$ cat config.mk
export PLATFORM = sky130hd
export DESIGN_NAME = dual_battery_combine_coulomb_counter_core
export DESIGN_NICKNAME = d
export VERILOG_FILES = /design/src/design/dbcc_pkg.sv /design/src/design/dual_battery_combine_coulomb_counter_core.sv
export VERILOG_INCLUDE_DIRS = /design/src /design/src/design
export SDC_FILE = /design/constraint.sdc
export NUM_CORES = 2
export LEC_CHECK = 0
export BUFFER_PORTS_ARGS = -buffer_cell sky130_fd_sc_hd__buf_2
export CORE_MARGIN = 2
export CORE_UTILIZATION = 59
export CTS_BUF_LIST = sky130_fd_sc_hd__clkbuf_2 sky130_fd_sc_hd__clkbuf_4 sky130_fd_sc_hd__clkbuf_8
export DETAILED_ROUTE_END_ITERATION = 6
export PLACE_DENSITY = 0.8
export SLEW_MARGIN = 20
export SYNTH_ARGS = -nofsm -noshare
export SYNTH_HDL_FRONTEND = slang
export SYNTH_SLANG_ARGS = --single-unit
$ cat constraint.sdc
create_clock -name clk -period 18.93 [get_ports clk]
set_input_delay 2.8395 -clock clk [delete_from_list [all_inputs] [get_ports clk]]
set_output_delay 2.8395 -clock clk [all_outputs]
set_load 0.1 [all_outputs]
$ cat src/design/assert_macros.svh
// ----------------------------------------------------------------------------
// Assertion macros
// Clocked concurrent assertion helpers used by the counter core.
// ----------------------------------------------------------------------------
`ifndef ASSERT_MACROS_SVH
`define ASSERT_MACROS_SVH

`ifndef NO_ASSERTIONS
// Property must hold at every clock edge outside reset.
`define ASSERT_PROP(label, clk, rst, prop, msg) \
  label: assert property (@(posedge clk) disable iff (rst) (prop)) else $error(msg);
// Condition must never be true outside reset.
`define ASSERT_NEVER(label, clk, rst, cond, msg) \
  label: assert property (@(posedge clk) disable iff (rst) !(cond)) else $error(msg);
`else
`define ASSERT_PROP(label, clk, rst, prop, msg)
`define ASSERT_NEVER(label, clk, rst, cond, msg)
`endif

`endif

$ cat src/design/dbcc_pkg.sv
// ----------------------------------------------------------------------------
// Dual battery coulomb counter package
// Sequencer states, mode codes, register indexes and arithmetic constants.
// ----------------------------------------------------------------------------
package dbcc_pkg;

  // Sequencer states.
  typedef enum logic [3:0] {
    ST_IDLE,
    ST_MUL_Q,
    ST_MUL_LO,
    ST_MUL_HI,
    ST_COMBINE,
    ST_PREP,
    ST_DIV_MUL,
    ST_DIV_SUB,
    ST_UPDATE,
    ST_WRITE
  } state_t;

  // Combining modes.
  typedef enum logic [1:0] {
    MODE_SUM         = 2'd0,
    MODE_A_MINUS_B   = 2'd1,
    MODE_B_MINUS_A   = 2'd2,
    MODE_INVALID     = 2'd3
  } mode_t;

  // Register indexes on the configuration port.
  localparam logic [1:0] REG_MODE          = 2'd0;
  localparam logic [1:0] REG_OWN_INDEX     = 2'd1;
  localparam logic [1:0] REG_MONITOR_COUNT = 2'd2;

  // Integration window and energy scaling.
  localparam logic [31:0] GAP_LIMIT_US = 32'd2000000;
  localparam int unsigned NJ_DIVISOR   = 1000;
  localparam int unsigned HALF_DIVISOR = NJ_DIVISOR / 2;

  // Divider: eight 8-bit digits, each divided by 1000 through a reciprocal
  // multiply. The reciprocal ceil(2^28 / 1000) is exact for every partial
  // dividend below 2^18, which covers remainder * 256 + digit.
  localparam int unsigned        DIV_STEPS = 8;
  localparam int unsigned        DIV_SHIFT = 28;
  localparam logic signed [21:0] DIV_RECIP = 22'sd268436;

endpackage

$ cat src/design/dual_battery_combine_coulomb_counter_core.sv
// ----------------------------------------------------------------------------
// Dual battery combining coulomb counter
// Combines two battery readings by mode and integrates charge and energy.
// ----------------------------------------------------------------------------
// One item is taken at a time. A step that does not integrate (unhealthy or
// invalid configuration, currents unavailable, no previous time or a gap of
// 2 s or more) goes straight to the write state, which loads the output
// register once it is free. An integrating step makes three passes through
// the shared 25x22 signed multiplier to build the charge increment and the
// voltage-current-time product, then divides that product by 1000 to round it
// to nanojoules: eight digits, each with one reciprocal pass through the same
// multiplier and one subtract step. The input accepts a new item as soon as
// the previous result sits in the output register, even while that result waits.
module dual_battery_combine_coulomb_counter_core (
  input  logic        clk,
  input  logic        rst,
  // Configuration port
  input  logic        psel,
  input  logic        penable,
  input  logic        pwrite,
  input  logic [3:0]  paddr,
  input  logic [31:0] pwdata,
  output logic [31:0] prdata,
  output logic        pready,
  // Input channel
  input  logic        in_valid,
  output logic        in_ready,
  input  logic [16:0] volt_a,
  input  logic [16:0] volt_b,
  input  logic signed [20:0] curr_a,
  input  logic signed [20:0] curr_b,
  input  logic        healthy_a,
  input  logic        healthy_b,
  input  logic        curr_ok_a,
  input  logic        curr_ok_b,
  input  logic [31:0] time_us,
  // Output channel
  output logic        out_valid,
  input  logic        out_ready,
  output logic        ok,
  output logic signed [18:0] voltage_out,
  output logic signed [21:0] current_out,
  output logic        current_valid,
  output logic signed [63:0] charge_mau,
  output logic signed [63:0] energy_nj
);

  import dbcc_pkg::*;

  // Configuration registers.
  mode_t       cfg_mode;
  logic [3:0]  cfg_own_index;
  logic [4:0]  cfg_monitor_count;

  // Sequencer.
  state_t      state;
  state_t      state_next;

  // Item registers.
  logic               item_ok;
  logic signed [18:0] v_r;
  logic signed [21:0] c_r;
  logic [20:0]        dt_r;

  // Held state.
  logic [31:0]        prev_time;
  logic signed [18:0] held_voltage;
  logic signed [21:0] held_current;
  logic               held_current_valid;
  logic [63:0]        charge_total;
  logic [63:0]        energy_total;

  // Multiplier and product registers.
  logic signed [24:0] mul_a;
  logic signed [21:0] mul_b;
  logic signed [46:0] prod;
  logic signed [46:0] prod_r;
  logic signed [46:0] plo_r;
  logic signed [42:0] q_r;
  logic [63:0]        p_r;
  logic [63:0]        p_sum;

  // Divider.
  logic [63:0]        dvd;
  logic [17:0]        div_y;
  logic [7:0]         div_qd;
  logic [17:0]        div_qd_x;
  logic [9:0]         div_rem;
  logic [9:0]         div_rem_next;
  logic [2:0]         div_cnt;

  // Control.
  logic               in_xfer;
  logic               out_load;
  logic               div_last;

  // Combining of the incoming item.
  logic               step_ok;
  logic               step_cv;
  logic               step_integ;
  logic signed [18:0] step_v;
  logic signed [21:0] step_c;
  logic signed [18:0] va_ext;
  logic signed [18:0] vb_ext;
  logic signed [21:0] ca_ext;
  logic signed [21:0] cb_ext;
  logic [31:0]        step_dt;

  // --------------------------------------------------------------------------
  // Configuration port
  // --------------------------------------------------------------------------
  assign pready = 1'b1;

  // Registers are written in the access phase of a write transfer.
  always_ff @(posedge clk) begin
    if (rst) begin
      cfg_mode          <= MODE_SUM;
      cfg_own_index     <= '0;
      cfg_monitor_count <= '0;
    end else if (psel && penable && pwrite && pready) begin
      unique case (paddr[3:2])
        REG_MODE:          cfg_mode          <= mode_t'(pwdata[1:0]);
        REG_OWN_INDEX:     cfg_own_index     <= pwdata[3:0];
        REG_MONITOR_COUNT: cfg_monitor_count <= pwdata[4:0];
        default: ;
      endcase
    end
  end

  // Read data mux.
  always_comb begin
    unique case (paddr[3:2])
      REG_MODE:          prdata = {30'b0, cfg_mode};
      REG_OWN_INDEX:     prdata = {28'b0, cfg_own_index};
      REG_MONITOR_COUNT: prdata = {27'b0, cfg_monitor_count};
      default:           prdata = '0;
    endcase
  end

  // --------------------------------------------------------------------------
  // Combining of the two readings at the input transfer
  // --------------------------------------------------------------------------
  assign va_ext = signed'({2'b00, volt_a});
  assign vb_ext = signed'({2'b00, volt_b});
  assign ca_ext = {curr_a[20], curr_a};
  assign cb_ext = {curr_b[20], curr_b};

  always_comb begin
    step_ok = !(cfg_own_index < 4'd2) &&
              !({1'b0, cfg_own_index} >= cfg_monitor_count) &&
              healthy_a && healthy_b && (cfg_mode != MODE_INVALID);
    step_cv = curr_ok_a && curr_ok_b;
    unique case (cfg_mode)
      MODE_SUM: begin
        step_v = va_ext + vb_ext;
        step_c = ca_ext + cb_ext;
      end
      MODE_A_MINUS_B: begin
        step_v = va_ext - vb_ext;
        step_c = ca_ext - cb_ext;
      end
      default: begin
        step_v = vb_ext - va_ext;
        step_c = cb_ext - ca_ext;
      end
    endcase
    if (!step_cv) begin
      step_c = '0;
    end
    step_dt    = time_us - prev_time;
    step_integ = step_ok && step_cv && (prev_time != 32'd0) && (step_dt < GAP_LIMIT_US);
  end

  // --------------------------------------------------------------------------
  // Sequencer: next state
  // --------------------------------------------------------------------------
  always_comb begin
    state_next = state;
    unique case (state)
      ST_IDLE: begin
        if (in_valid) begin
          state_next = step_integ ? ST_MUL_Q : ST_WRITE;
        end
      end
      ST_MUL_Q:   state_next = ST_MUL_LO;
      ST_MUL_LO:  state_next = ST_MUL_HI;
      ST_MUL_HI:  state_next = ST_COMBINE;
      ST_COMBINE: state_next = ST_PREP;
      ST_PREP:    state_next = ST_DIV_MUL;
      ST_DIV_MUL: state_next = ST_DIV_SUB;
      ST_DIV_SUB: begin
        state_next = div_last ? ST_UPDATE : ST_DIV_MUL;
      end
      ST_UPDATE:  state_next = ST_WRITE;
      ST_WRITE: begin
        if (out_load) begin
          state_next = ST_IDLE;
        end
      end
      default:    state_next = ST_IDLE;
    endcase
  end

  // --------------------------------------------------------------------------
  // Sequencer: outputs and multiplier operand selection
  // --------------------------------------------------------------------------
  always_comb begin
    in_ready = (state == ST_IDLE);
    out_load = (state == ST_WRITE) && (!out_valid || out_ready);
    div_last = (div_cnt == 3'(DIV_STEPS - 1));
    unique case (state)
      ST_MUL_Q: begin
        // Charge increment: current times time gap.
        mul_a = signed'({4'b0, dt_r});
        mul_b = c_r;
      end
      ST_MUL_LO: begin
        // Low 24 bits of the charge increment times voltage.
        mul_a = signed'({1'b0, prod_r[23:0]});
        mul_b = {{3{v_r[18]}}, v_r};
      end
      ST_DIV_MUL: begin
        // Partial dividend times the reciprocal of 1000.
        mul_a = signed'({7'b0, div_y});
        mul_b = DIV_RECIP;
      end
      default: begin
        // High part of the charge increment times voltage.
        mul_a = {{6{q_r[42]}}, q_r[42:24]};
        mul_b = {{3{v_r[18]}}, v_r};
      end
    endcase
  end

  assign in_xfer = in_valid && in_ready;
  assign prod    = mul_a * mul_b;

  always_ff @(posedge clk) begin
    if (rst) begin
      state <= ST_IDLE;
    end else begin
      state <= state_next;
    end
  end

  // --------------------------------------------------------------------------
  // Held values and previous time, updated by healthy items under a valid configuration
  // --------------------------------------------------------------------------
  always_ff @(posedge clk) begin
    if (rst) begin
      prev_time          <= '0;
      held_voltage       <= '0;
      held_current       <= '0;
      held_current_valid <= 1'b0;
    end else if (in_xfer && step_ok) begin
      prev_time          <= time_us;
      held_voltage       <= step_v;
      held_current       <= step_c;
      held_current_valid <= step_cv;
    end
  end

  // Item registers for the multiply sequence.
  always_ff @(posedge clk) begin
    if (in_xfer) begin
      item_ok <= step_ok;
      v_r     <= step_v;
      c_r     <= step_c;
      dt_r    <= step_dt[20:0];
    end
  end

  // --------------------------------------------------------------------------
  // Shared multiplier and product assembly
  // --------------------------------------------------------------------------
  assign p_sum = {{prod_r[39:0]}, 24'b0} + {{17{plo_r[46]}}, plo_r};

  always_ff @(posedge clk) begin
    prod_r <= prod;
    if (state == ST_MUL_LO) begin
      q_r <= prod_r[42:0];
    end
    if (state == ST_MUL_HI) begin
      plo_r <= prod_r;
    end
    if (state == ST_COMBINE) begin
      p_r <= p_sum;
    end
  end

  // --------------------------------------------------------------------------
  // Divider: rounded magnitude over 1000, one 8-bit digit per reciprocal multiply and subtract step
  // --------------------------------------------------------------------------
  // The partial dividend is the remainder so far followed by the next digit.
  // Its quotient digit comes from the reciprocal product, and the new
  // remainder is the dividend less the digit times 1000 (1024 - 16 - 8).
  always_comb begin
    div_y        = {div_rem, dvd[63:56]};
    div_qd       = prod_r[DIV_SHIFT +: 8];
    div_qd_x     = {div_qd, 10'b0} - {6'b0, div_qd, 4'b0} - {7'b0, div_qd, 3'b0};
    div_rem_next = 10'(div_y - div_qd_x);
  end

  always_ff @(posedge clk) begin
    if (state == ST_PREP) begin
      // Magnitude plus half the divisor, one add with the operand chosen by sign.
      dvd     <= p_r[63] ? (64'(HALF_DIVISOR) - p_r) : (p_r + 64'(HALF_DIVISOR));
      div_rem <= '0;
    end else if (state == ST_DIV_SUB) begin
      dvd     <= {dvd[55:0], div_qd};
      div_rem <= div_rem_next;
    end
  end

  always_ff @(posedge clk) begin
    if (rst) begin
      div_cnt <= '0;
    end else if (state == ST_DIV_SUB) begin
      div_cnt <= div_cnt + 3'd1;
    end
  end

  // --------------------------------------------------------------------------
  // Totals
  // --------------------------------------------------------------------------
  always_ff @(posedge clk) begin
    if (rst) begin
      charge_total <= '0;
      energy_total <= '0;
    end else begin
      if (state == ST_COMBINE) begin
        charge_total <= charge_total + {{21{q_r[42]}}, q_r};
      end
      if (state == ST_UPDATE) begin
        energy_total <= p_r[63] ? (energy_total - dvd) : (energy_total + dvd);
      end
    end
  end

  // --------------------------------------------------------------------------
  // Output register
  // --------------------------------------------------------------------------
  always_ff @(posedge clk) begin
    if (rst) begin
      out_valid <= 1'b0;
    end else if (out_load) begin
      out_valid <= 1'b1;
    end else if (out_ready) begin
      out_valid <= 1'b0;
    end
  end

  always_ff @(posedge clk) begin
    if (out_load) begin
      ok            <= item_ok;
      voltage_out   <= held_voltage;
      current_out   <= held_current;
      current_valid <= held_current_valid;
      charge_mau    <= signed'(charge_total);
      energy_nj     <= signed'(energy_total);
    end
  end

  // --------------------------------------------------------------------------
  // Assertions
  // --------------------------------------------------------------------------
`include "assert_macros.svh"

  `ASSERT_PROP(a_busy_after_take, clk, rst, (in_valid && in_ready) |=> !in_ready, "input taken while busy")
  `ASSERT_PROP(a_result_from_write, clk, rst, $rose(out_valid) |-> $past(state == ST_WRITE), "result without write")
  `ASSERT_PROP(a_div_cnt_idle, clk, rst, ((state != ST_DIV_MUL) && (state != ST_DIV_SUB)) |-> (div_cnt == 3'd0), "divider count not cleared")
  `ASSERT_NEVER(a_div_rem_range, clk, rst, (state == ST_DIV_MUL) && (div_rem >= 10'(NJ_DIVISOR)), "remainder out of range")

endmodule
==> flow_summary.yaml <==
run_status:
  outcome: "completed"
critical_path:
  slowest_stage: "and2_1"
  criticalPathCategory: "reg2reg"
  crit_path_start_kind: "register"
  slowest_delay_ns: 0.87
  path_max_fanout: 20
  worstPathRequired_ns: 19.54
  cp.arrival_ns: 12.40
  end_kind: "register"
  crit_top_cell: "fa_1"
clocking:
  cts_root_buf: "clkbuf_8"
  holdBufCountCts: 0
  cts_tree: "done"
  post_cts_resized: 0
  post_cts_buffers: 0
  clock_latency_ns: 0.82
  cts.sink_count: 730
  cts-htree-levels: 3
  numCtsBuffers: 116
  cts_max_path_buffers: 3
  path_clk_slew_ns: 0.06
timing:
  relSlewSlack_pct: 17.0
  hold_viol_final: 0
  setup_violations: 0
  fmax_ghz: 0.0848
  report.final.slew_viol_count: 0
  final.period_utilization_pct: 62.3
  min_period_ns: 11.79
  worst_slew_pin_slew_ns: 1.24
  rsz0062_at_grt: "false"
  fin_tns_setup_ns: 0
  skew_ns: 0.0492
drt:
  detail_route.vias_per_cell: 5.96
  totalWireLength_um: 187000
  ant_nets: 0
  vias: 51800
  drc: 0
  post_drt_wl_per_cell_um: 21.5
  first_pass_iters: 6
  first_iter_violations: 4902
placement:
  gp_congestion: 0.999
  port_buffers: 303
  dpl.hpwl_um: 144000
  dpl-instance-area_um2: 66100
cells_and_area:
  drive_above_1_share_pct: 9.04
  num-nets-final: 8346
  area_delta_synth_final_pct: 8.68
  fin_area_um2: 68900
floorplan:
  rows: 120
  initial_core_util_pct: 59.4
  die_h_um: 332
  core_region_area_um2: 107000
  die_x_um: 332
  io_pins: 361
  die_area_um2: 110000
synthesis:
  synth_most_common_cell: "nand2_1"
  synthTopCellsByArea: "edfxtp_1 21%, fa_1 18%, ha_1 8.8%, dfxtp_1 8.8%, nand2_1 5.7%"
  yosysTopAreaCellShare_pct: 21.4
  synth_area_per_cell_um2: 9.10
  yosysSeqAreaShare_pct: 30.2
  syn_inst: 6964
  synth-edff-count: 452
  yosys-top-cells-count: "968 x nand2_1, 840 x inv_1, 576 x fa_1"
  synth_seq_cells: 730
  synthDistinctLibCells: 97
  synthArstFlopShare_pct: 0
  yosysTopAreaCell: "edfxtp_1"
  ys.flop_type: "edfxtp_1"
  syn_area_um2: 63400
  ys_warn_count: 0
grt:
  grt_util_all_layers_pct: 33.6
  grt_pass1_vias: 51400
  grt.overflow.total: 0
  antenna_found_initial: 13
  grt_pass1_wl_um: 287000
  grt_max_degree: 172
flow_run:
  drv_cap: 0
hold_path:
  hold_path.class: "reg2reg"
## per-layer routing
metal  share of wire [%]  wire length (um)  vias up  global-route usage, %
met5               0.014                26        -                      0
met4                 7.4             13800        4                   21.5
met3                 8.5             15800      652                   6.10
met2                  47             88400     2428                   55.9
met1                  37             68500    24900                   40.3
li1                    -                 -    23800                      -
## cells by family after synthesis
family	Yosys count	synth area share, %
AOI/OAI and AO/OA	1462	14.3
muxes	30	0.478
other	2	0.0118
xor gates and xnor gates	415	5.75
DFF	730	30.2
adders and majority gates	1024	27.0
and+or+nand+nor	2144	15.2
buffers and inverters	1157	7.03
## state kept, by name, summed over array words and instances, names as in the netlist, 32 cells and up
signal / cells
energy_nj: 64
dvd: 64
q_r: 43
charge_mau: 64
charge_total: 64
p_r: 64
prod_r: 47
plo_r: 47
prev_time: 32
energy_total: 64
## area by class of cell
cell class / count / area [um^2]
repair buffers: 373 / 2060
inverters: 843 / 3170
flip-flops and latches: 730 / 19100
well taps: 1403 / 1760
clock inverters: 74 / 898
diodes: 12 / 30.0
multi-input cells: 5103 / 40000
fillers: 8683 / 37900
clock buffers: 147 / 1880
## worst max-delay path: cells and delay by family (launching register included)
family                     cells  cell delay (ns)
adders and majority gates      8             3.99
AOI/OAI and AO/OA             10             3.33
and+or+nand+nor                7             2.33
xor gates and xnor gates       1             0.51
buffers and inverters          5             0.62
DFF                            1             0.78
## layout by cell type (no fill, tap or decap), drive strengths merged, types with 39 or more instances in the layout
cell type / synthesis / routed
edfxtp: 452 / 452
fa: 576 / 576
xor2: 116 / 116
ha: 448 / 448
clkinv: 2 / 45
nand2: 968 / 968
nand2b: 59 / 59
o21bai: 50 / 50
a31oi: 43 / 43
a21o: 159 / 159
dfxtp: 278 / 278
nor2: 553 / 553
nand4: 58 / 58
xnor2: 299 / 299
o21ai: 302 / 302
nor3: 106 / 106
nand3: 105 / 105
and3: 39 / 39
o21a: 47 / 47
a21oi: 553 / 553
buf: 59 / 373
clkbuf: 255 / 147
nor2b: 55 / 55
inv: 841 / 846
## worst paths after layout
path                              endpoint  startpoint  slack [ns]  cells after the start
worst max-delay path            prod_r[45]    state[1]        7.14                     31
worst min register to register   plo_r[45]  prod_r[45]        0.40                      0
worst max register to register  prod_r[45]    state[1]        7.14                     31
worst min-delay path             plo_r[45]  prod_r[45]        0.40                      0
## per-stage QoR
step / cells / worst slack [ns] / hold WS (ns) / util (%)
4_1_cts: 8671 / 7.37 / 0.404 / 64.5
3_5_place_dp: 8450 / 7.46 / 0.391 / 61.9
6_report: 8685 / 7.14 / 0.405 / 64.5
2_1_floorplan: 6990 / 8.24 / 0.386 / -
5_1_grt: 8681 / 6.70 / 0.420 / 64.5
3_3_place_gp: 8450 / 7.65 / 0.394 / 61.9
Power is not shown: default switching activity piles up to over one toggle a cycle in this logic, so the estimate is an artifact.
